===== src/design/stencil_euler_tendency_core_defines.svh =====
// assertion macros shared by the stencil tendency core
// no dependencies; include once per file that asserts
`ifndef STENCIL_EULER_TENDENCY_CORE_DEFINES_SVH
`define STENCIL_EULER_TENDENCY_CORE_DEFINES_SVH
`ifndef ASSERT_OFF
// property checked while out of reset
`define STET_ASSERT(lbl, prop) \
  lbl: assert property (@(posedge clk) disable iff (!rst_n) prop) \
    else $error("stet assertion failed");
// property checked on every edge, reset included
`define STET_ASSERT_ALWAYS(lbl, prop) \
  lbl: assert property (@(posedge clk) prop) else $error("stet assertion failed");
`else
`define STET_ASSERT(lbl, prop)
`define STET_ASSERT_ALWAYS(lbl, prop)
`endif
`endif


===== src/design/stet_pkg.sv =====
// types, constants and arithmetic helpers of the stencil tendency core
// no dependencies
package stet_pkg;

  localparam int ACC_WIDTH     = 48;
  localparam int MAX_NEIGHBORS = 32;
  localparam int FRAC_BITS     = 16;

  // product after the fraction shift, widest accumulate sum, result sum
  localparam int PW = 64 - FRAC_BITS;
  localparam int SW = ((ACC_WIDTH > PW) ? ACC_WIDTH : PW) + 1;
  localparam int RW = PW + 3;
  localparam int XW = 65;

  localparam int NUM_SUMS = 11;
  localparam int SUM_IW   = $clog2(NUM_SUMS);
  localparam int NUM_CFG  = 6;
  localparam int CFG_IW   = 3;
  localparam int STEP_W   = 5;
  localparam int CNT_W    = $clog2(MAX_NEIGHBORS + 1);
  localparam int FQ_DEPTH = 2;
  localparam int FQ_PW    = $clog2(FQ_DEPTH);
  localparam int FQ_CW    = $clog2(FQ_DEPTH + 1);

  localparam logic KIND_NBR   = 1'b0;
  localparam logic KIND_CLOSE = 1'b1;

  localparam logic [CFG_IW-1:0] CFG_CP    = 3'd0;
  localparam logic [CFG_IW-1:0] CFG_THB   = 3'd1;
  localparam logic [CFG_IW-1:0] CFG_VISC  = 3'd2;
  localparam logic [CFG_IW-1:0] CFG_BUOY  = 3'd3;
  localparam logic [CFG_IW-1:0] CFG_GAS   = 3'd4;
  localparam logic [CFG_IW-1:0] CFG_EXG   = 3'd5;

  localparam logic [SUM_IW-1:0] S_UX  = 4'd0;
  localparam logic [SUM_IW-1:0] S_WX  = 4'd1;
  localparam logic [SUM_IW-1:0] S_THX = 4'd2;
  localparam logic [SUM_IW-1:0] S_PIX = 4'd3;
  localparam logic [SUM_IW-1:0] S_UZ  = 4'd4;
  localparam logic [SUM_IW-1:0] S_WZ  = 4'd5;
  localparam logic [SUM_IW-1:0] S_THZ = 4'd6;
  localparam logic [SUM_IW-1:0] S_PIZ = 4'd7;
  localparam logic [SUM_IW-1:0] S_LU  = 4'd8;
  localparam logic [SUM_IW-1:0] S_LW  = 4'd9;
  localparam logic [SUM_IW-1:0] S_LTH = 4'd10;

  typedef struct packed {
    logic               kind;
    logic signed [31:0] val_u;
    logic signed [31:0] val_w;
    logic signed [31:0] val_theta;
    logic signed [31:0] val_pi;
    logic signed [31:0] weight_dx;
    logic signed [31:0] weight_dz;
    logic signed [31:0] weight_lap;
    logic signed [31:0] pi_background;
  } item_t;

  typedef struct packed {
    logic signed [31:0] rhs_u;
    logic signed [31:0] rhs_w;
    logic signed [31:0] rhs_theta;
    logic signed [31:0] rhs_pi;
    logic               saturated;
  } result_t;

  // handshake between front queue and back engine
  typedef struct packed {
    logic  valid;
    item_t item;
  } fq_out_t;

  typedef enum logic [3:0] {
    A_WDX, A_WDZ, A_WLAP, A_CP, A_GAS, A_BUOY, A_U, A_W, A_PRES, A_VISC, A_GFAC
  } opa_t;

  typedef enum logic [3:0] {
    B_U, B_W, B_TH, B_PI, B_T1, B_T2, B_SUM, B_EZ, B_DIV
  } opb_t;

  typedef enum logic [2:0] {D_NONE, D_ACC, D_PRES, D_GFAC, D_RES} dst_t;
  typedef enum logic [1:0] {P_NONE, P_HOLD, P_DIV, P_EZ} prep_t;

  typedef struct packed {
    opa_t              a;
    opb_t              b;
    dst_t              dst;
    prep_t             prep;
    logic [SUM_IW-1:0] idx;
    logic [SUM_IW-1:0] rd;
    logic              neg;
    logic              last;
  } uop_t;

  // saturate to 32 bits, msb of the result is the clip flag
  function automatic logic [32:0] sat32(input logic signed [XW-1:0] x);
    logic [32:0] r;
    if (x > 65'sh0_7FFF_FFFF) r = {1'b1, 32'h7FFF_FFFF};
    else if (x < -65'sh0_8000_0000) r = {1'b1, 32'h8000_0000};
    else r = {1'b0, x[31:0]};
    return r;
  endfunction

  function automatic logic signed [XW-1:0] ext32(input logic signed [31:0] x);
    return {{(XW-32){x[31]}}, x};
  endfunction

  // one step of the micro program, neighbor or close
  function automatic uop_t uop_decode(input logic kind, input logic [STEP_W-1:0] step);
    uop_t u;
    u = '{a: A_U, b: B_U, dst: D_NONE, prep: P_NONE, idx: '0, rd: '0, neg: 1'b0,
          last: 1'b0};
    if (kind == KIND_NBR) begin
      u.a = (step < 5'd4) ? A_WDX : ((step < 5'd8) ? A_WDZ : A_WLAP);
      unique case (step[1:0])
        2'd0:    u.b = B_U;
        2'd1:    u.b = B_W;
        2'd2:    u.b = B_TH;
        default: u.b = B_PI;
      endcase
      u.dst  = D_ACC;
      u.idx  = step[SUM_IW-1:0];
      u.last = (step == 5'(NUM_SUMS - 1));
    end else begin
      u.dst = D_RES;
      unique case (step)
        5'd0: begin
          u.a = A_CP; u.b = B_T1; u.dst = D_PRES; u.prep = P_HOLD; u.rd = S_UX;
        end
        5'd1: begin
          u.a = A_GAS; u.b = B_T2; u.dst = D_GFAC; u.prep = P_DIV; u.rd = S_WZ;
        end
        5'd2: begin
          u.a = A_BUOY; u.b = B_TH; u.idx = 4'd1; u.prep = P_EZ; u.rd = S_PIZ;
        end
        5'd3:  begin u.a = A_U;    u.b = B_SUM; u.rd = S_UX;  u.idx = 4'd0; u.neg = 1'b1; end
        5'd4:  begin u.a = A_W;    u.b = B_SUM; u.rd = S_UZ;  u.idx = 4'd0; u.neg = 1'b1; end
        5'd5:  begin u.a = A_PRES; u.b = B_SUM; u.rd = S_PIX; u.idx = 4'd0; u.neg = 1'b1; end
        5'd6:  begin u.a = A_VISC; u.b = B_SUM; u.rd = S_LU;  u.idx = 4'd0; end
        5'd7:  begin u.a = A_U;    u.b = B_SUM; u.rd = S_WX;  u.idx = 4'd1; u.neg = 1'b1; end
        5'd8:  begin u.a = A_W;    u.b = B_SUM; u.rd = S_WZ;  u.idx = 4'd1; u.neg = 1'b1; end
        5'd9:  begin u.a = A_PRES; u.b = B_SUM; u.rd = S_PIZ; u.idx = 4'd1; u.neg = 1'b1; end
        5'd10: begin u.a = A_VISC; u.b = B_SUM; u.rd = S_LW;  u.idx = 4'd1; end
        5'd11: begin u.a = A_U;    u.b = B_SUM; u.rd = S_THX; u.idx = 4'd2; u.neg = 1'b1; end
        5'd12: begin u.a = A_W;    u.b = B_SUM; u.rd = S_THZ; u.idx = 4'd2; u.neg = 1'b1; end
        5'd13: begin u.a = A_VISC; u.b = B_SUM; u.rd = S_LTH; u.idx = 4'd2; end
        5'd14: begin u.a = A_U;    u.b = B_SUM; u.rd = S_PIX; u.idx = 4'd3; u.neg = 1'b1; end
        5'd15: begin u.a = A_W;    u.b = B_EZ;  u.idx = 4'd3; u.neg = 1'b1; end
        5'd16: begin
          u.a = A_GFAC; u.b = B_DIV; u.idx = 4'd3; u.neg = 1'b1; u.last = 1'b1;
        end
        default: begin u.dst = D_NONE; u.last = 1'b1; end
      endcase
    end
    return u;
  endfunction

endpackage


===== src/design/stet_front.sv =====
// front queue: accepts items and holds them for the engine
// depends on stet_pkg
module stet_front (
  input  logic               clk,
  input  logic               rst_n,
  input  logic               push,
  output logic               full,
  input  stet_pkg::item_t    in_item,
  output stet_pkg::fq_out_t  fq,
  input  logic               fq_pop
);
  import stet_pkg::*;

  item_t            mem_r [FQ_DEPTH];
  logic [FQ_PW-1:0] wr_ptr_r, rd_ptr_r;
  logic [FQ_CW-1:0] cnt_r, cnt_nxt;
  logic             do_push, do_pop;

  assign full     = (cnt_r == FQ_CW'(FQ_DEPTH));
  assign do_push  = push && !full;
  assign do_pop   = fq_pop && (cnt_r != '0);
  assign fq.valid = (cnt_r != '0);
  assign fq.item  = mem_r[rd_ptr_r];

  // occupancy
  always_comb begin
    cnt_nxt = cnt_r;
    if (do_push && !do_pop) cnt_nxt = cnt_r + 1'b1;
    else if (do_pop && !do_push) cnt_nxt = cnt_r - 1'b1;
  end

  // pointers
  always_ff @(posedge clk) begin
    if (!rst_n) begin
      wr_ptr_r <= '0;
      rd_ptr_r <= '0;
      cnt_r    <= '0;
    end else begin
      cnt_r <= cnt_nxt;
      if (do_push) wr_ptr_r <= wr_ptr_r + 1'b1;
      if (do_pop) rd_ptr_r <= rd_ptr_r + 1'b1;
    end
  end

  // item storage
  always_ff @(posedge clk) begin
    if (do_push) mem_r[wr_ptr_r] <= in_item;
  end

endmodule


===== config.mk =====
export PLATFORM = sky130hd
export DESIGN_NAME = stet_front
export DESIGN_NICKNAME = d
export VERILOG_FILES = /design/src/design/stencil_euler_tendency_core_defines.svh /design/src/design/stet_pkg.sv /design/src/design/stet_front.sv
export SDC_FILE = /design/constraint.sdc
export NUM_CORES = 1
export LEC_CHECK = 0
export ABC_AREA = 1
export BUFFER_PORTS_ARGS = -buffer_cell sky130_fd_sc_hd__buf_2
export CAP_MARGIN = 20
export CORE_MARGIN = 10
export CORE_UTILIZATION = 48
export CTS_CLUSTER_DIAMETER = 60
export DETAILED_ROUTE_END_ITERATION = 16
export HOLD_SLACK_MARGIN = 0.03
export PLACE_DENSITY = 0.85
export SYNTH_ARGS = -nofsm -noshare
export SYNTH_HDL_FRONTEND = slang
export SYNTH_SLANG_ARGS = --single-unit
export TNS_END_PERCENT = 10

===== constraint.sdc =====
create_clock -name clk -period 14.2 [get_ports clk]
set_input_delay 2.84 -clock clk [delete_from_list [all_inputs] [get_ports clk]]
set_output_delay 2.84 -clock clk [all_outputs]
set_load 0.01 [all_outputs]

Word-level counts from Yosys, hierarchy flattened
Memories as Yosys holds them, arrays and structs flattened. A register that Yosys moved wholly into a read port is not among the register bits.
Index checks and enable logic that the tools add are counted.

storage, ports and cells
  register bits = 4
  latch bits = 0
  bits in writable memories = 514
  ROM bits = 0
  bits of input ports = 261
  output and inout bits = 259
  word-level logic and storage cells = 24
  memories = 1

operators by class
  add/sub/neg operators = 4
  multipliers = 0
  div/mod/pow operators = 0
  magnitude comparators = 0
  equality and inequality tests = 1
  shift operators = 0
  muxes and demuxes = 6
  bitwise gates (word level) = 0
  reductions and logical operators = 9

memory list
  memory  words  bits a word  read ports  clocked after memory_dff  write ports  RTL line          text
  mem_r   2      257          1           1                         1            stet_front.sv:14  item_t mem_r [FQ_DEPTH];

operators by type and width
  cell                                               number
  logical AND 1 bit                                  4
  two-way mux 1 bit                                  4
  two-way mux 2 bit                                  2
  nonzero test 2 bit                                 2
  zero test 1 bit                                    3
  adder 1 bit (second input constant)                2
  adder 2 x 1 -> 2 bit (second input constant)       1
  == test 2 bit (second input constant)              1
  subtractor 2 x 1 -> 2 bit (second input constant)  1

Logic depth before layout (Yosys ltp)
  depth after elaboration = 7
  gate-level depth with buffers = 10
  depth with buffers taken out = 10

Least setup slack after synthesis
Ideal clock, no wire load.

  path kind = input to register
  from = in push
  to = mem mem_r[0][0] in the netlist's numbering, enable pin
  library setup time = 0.881 ns
  data arrival time = 13.638 ns
  required time = 13.319 ns
  setup slack = -0.319 ns
  stages = 2
  buffers on the path = 0
  path through = o21ai_0 > nor2_1

on the way
  word-level cells in the longest chain between the ends = 3

ends and longest elaborated chain
  what                                     RTL line          text
  start, declared                          stet_front.sv:6   input logic push,
  logical AND 1 bit                        stet_front.sv:20  assign do_push = push && !full;
  two-way mux 1 bit                        stet_front.sv:47  if (do_push) mem_r[wr_ptr_r] <= in_item;
  two-way mux 1 bit (not written as such)  stet_front.sv:47
  end, declared                            stet_front.sv:14

Every way passes these cells.

==> flow_summary.yaml <==
cells_and_area:
  layout.nets: 1656
  drive_gt1_share_pct: 60.5
  final_area_mm2: 0.0246
  final_cell_mix: "buf_2 (519), edfxtp_1 (514), mux2_4 (230)"
  area_growth_pct: 24.4
  final_cells: 1975
  final_common_cell: "buf_2"
place:
  hpwlAfterDp_um: 32900
  numPortBuffers: 519
  dpl-instance-area_mm2: 0.0228
  gp_congestion: 0.830
  dp.cells: 1870
synthesis:
  ys_warn_count: 0
  netlist_area_mm2: 0.0198
  netlist_instances: 837
  synth.yosys.seq_area_share_pct: 78.5
  ys_seq_elements: 519
  avgSynthCellArea_um2: 23.7
  syn_nets: 1099
  synth.distinct_cells: 17
die:
  start_util_pct: 48.5
  dieWidth_um: 223
  core_area_mm2: 0.0408
  io_pins: 520
  die-height_um: 223
  die_area_mm2: 0.0498
  num_rows: 74
pwr:
  vdd_ir_drop_max_v: 0.000213
  swShare_pct: 26.1
  p_switching_mw: 1.17
  p_leak_nw: 9.67
  seqPwrFrac_pct: 45.1
  p_clk_share_pct: 31.4
  power_density_mw_per_mm2: 182
  p_int_mw: 3.31
  combPwrFrac_pct: 23.5
worst_setup_path:
  start_kind: "flop"
  path_common_cell: "buf_4"
  arrival_ns: 3.98
  path_class: "flop to primary output"
  worstPathMaxFanout: 61
  critPathMaxStageDelay_ns: 0.94
  path_delay_family: "buffers and inverters"
  cp_cell_sequence: "buf_4, buf_4, mux2_2, buf_2"
  crit_buf_inv: 3
  cp.required_ns: 11.36
  crit_path_top_delay_cell: "dfxtp_4"
  cp-end-kind: "primary output"
global_route:
  overflow: 0
  grt_pass1_vias: 10800
  track_usage_pct: 17.6
  grt_max_degree: 151
  antenna_found_initial: 16
  grt_pass1_wl_um: 66800
clock_tree:
  cts_sinks: 519
  clk_latency_ns: 0.57
  cts-hold-fix-buffers: 0
  cts_setup_buffers: 0
  cts.htree.levels: 2
  cts-resized-gates: 0
  cts.path.max_buffers: 3
  cts.clk_slew.worst_paths_ns: 0.06
  numCtsBuffers: 53
  cts-root-buf: "clkbuf_16"
  cts_tree: "done"
routing:
  drtAntennaViolNets: 0
  drt_iter0_markers: 758
  routed_via_density: 5.06
  first_pass_iters: 5
  routed_wl_um: 46100
  via_count: 9985
  drcViolationCount: 0
  drt-wirelength-per-cell_um: 23.3
sta:
  drv_slew: 0
  fin_crit_ns: 6.82
  tightest_slew_ns: 1.05
  setup_viol: 0
  clock_skew_ns: 0.0162
  rsz0062_at_grt: "no"
  relSlewSlack_pct: 29.7
  finalHoldViolCount: 0
  post-route-period-util_pct: 48.0
  max_freq_ghz: 0.147
job:
  max-cap-violations: 0
run_status:
  status: "finished clean"
hold_path:
  hp-class: "flop to flop"
==> per-layer routing <==
metal / global-route usage [%] / wire (um)
met1: 19.8 / 17000
met2: 30.1 / 23900
met5: 0 / 71
met3: 6.20 / 4000
met4: 6.97 / 1070
==> power by group through the flow <==
| stage | Sequential (mW) | Clock, mW | Combinational (mW) |
|---|---|---|---|
| after floorplan | 2.11 | 0 | 0.727 |
| after global placement | 2.04 | 0 | 1.04 |
| after detailed placement | 2.05 | 0 | 1.06 |
| after CTS | 2.02 | 1.44 | 1.07 |
| after global routing | 2.04 | 1.50 | 1.12 |
| final | 2.02 | 1.41 | 1.05 |
==> worst reg2reg max path, cell delays in order, from the launching register on <==
cell and delay [ns]:
dfxtp_1 0.32, inv_1 0.13, o21ai_0 0.29, nor2_4 0.34
buf_4 0.62, buf_4 0.74
==> cell usage after synthesis (all sizes together) <==
master | n | area [um^2]
nand3 | 1 | 5.00
dfxtp | 5 | 100
nand2 | 7 | 26.3
a21oi | 1 | 5.00
buf | 29 | 364
nand4 | 1 | 6.26
o21a | 1 | 7.51
inv | 8 | 30.0
nor2 | 9 | 33.8
edfxtp | 514 | 15400
o21ai | 3 | 15.0
mux2 | 257 | 3760
ha | 1 | 12.5
==> path summary, 6_finish.rpt <==
check | startpoint | to | slack (ns) | depth (start not counted)
min reg2reg | rd_ptr_r | rd_ptr_r | 0.54 | 2
min | rd_ptr_r | rd_ptr_r | 0.54 | 2
max | flop | fq[2] | 7.38 | 4
max reg2reg | cnt_r[1] | mem_r[1][105] | 11.31 | 5
==> per-stage QoR <==
step           worst slack [ns]  power [mW]  hold slack [ns]  setup TNS (ns)  util [%]
2_1_floorplan            -0.319        2.83            0.467         -164.10         -
5_1_grt                    7.14        4.66            0.553               0      60.3
6_report                   7.38        4.48            0.539               0      60.3
4_1_cts                    7.31        4.53            0.526               0      60.2
3_5_place_dp               7.95        3.11            0.510               0      55.9
3_3_place_gp               8.04        3.08            0.479               0      55.9
==> kinds of logic after synthesis <==
| family | count (synthesis) | share of synthesized area, % |
|---|---|---|
| muxes | 257 | 19.0 |
| AOI/OAI and AO/OA | 5 | 0.139 |
| and+or+nand+nor | 18 | 0.360 |
| DFF | 519 | 78.5 |
| adders and majority gates | 1 | 0.0632 |
| buffers and inverters | 37 | 1.99 |
==> cell type report <==
class,count,area [um^2]
multi-input cells,281,3880
flip-flops and latches,519,15500
clock inverters,27,354
fillers,2809,16200
inverters,8,30.0
repair buffers,531,2710
diodes,9,22.5
well taps,532,666
clock buffers,68,1430
==> flip-flops by register name, indices dropped and copies added (netlist names), named ones only <==
register,count
rd_ptr_r,1
mem_r,514
cnt_r,2
wr_ptr_r,1
Note: power is estimated with default switching activity, not from simulation.
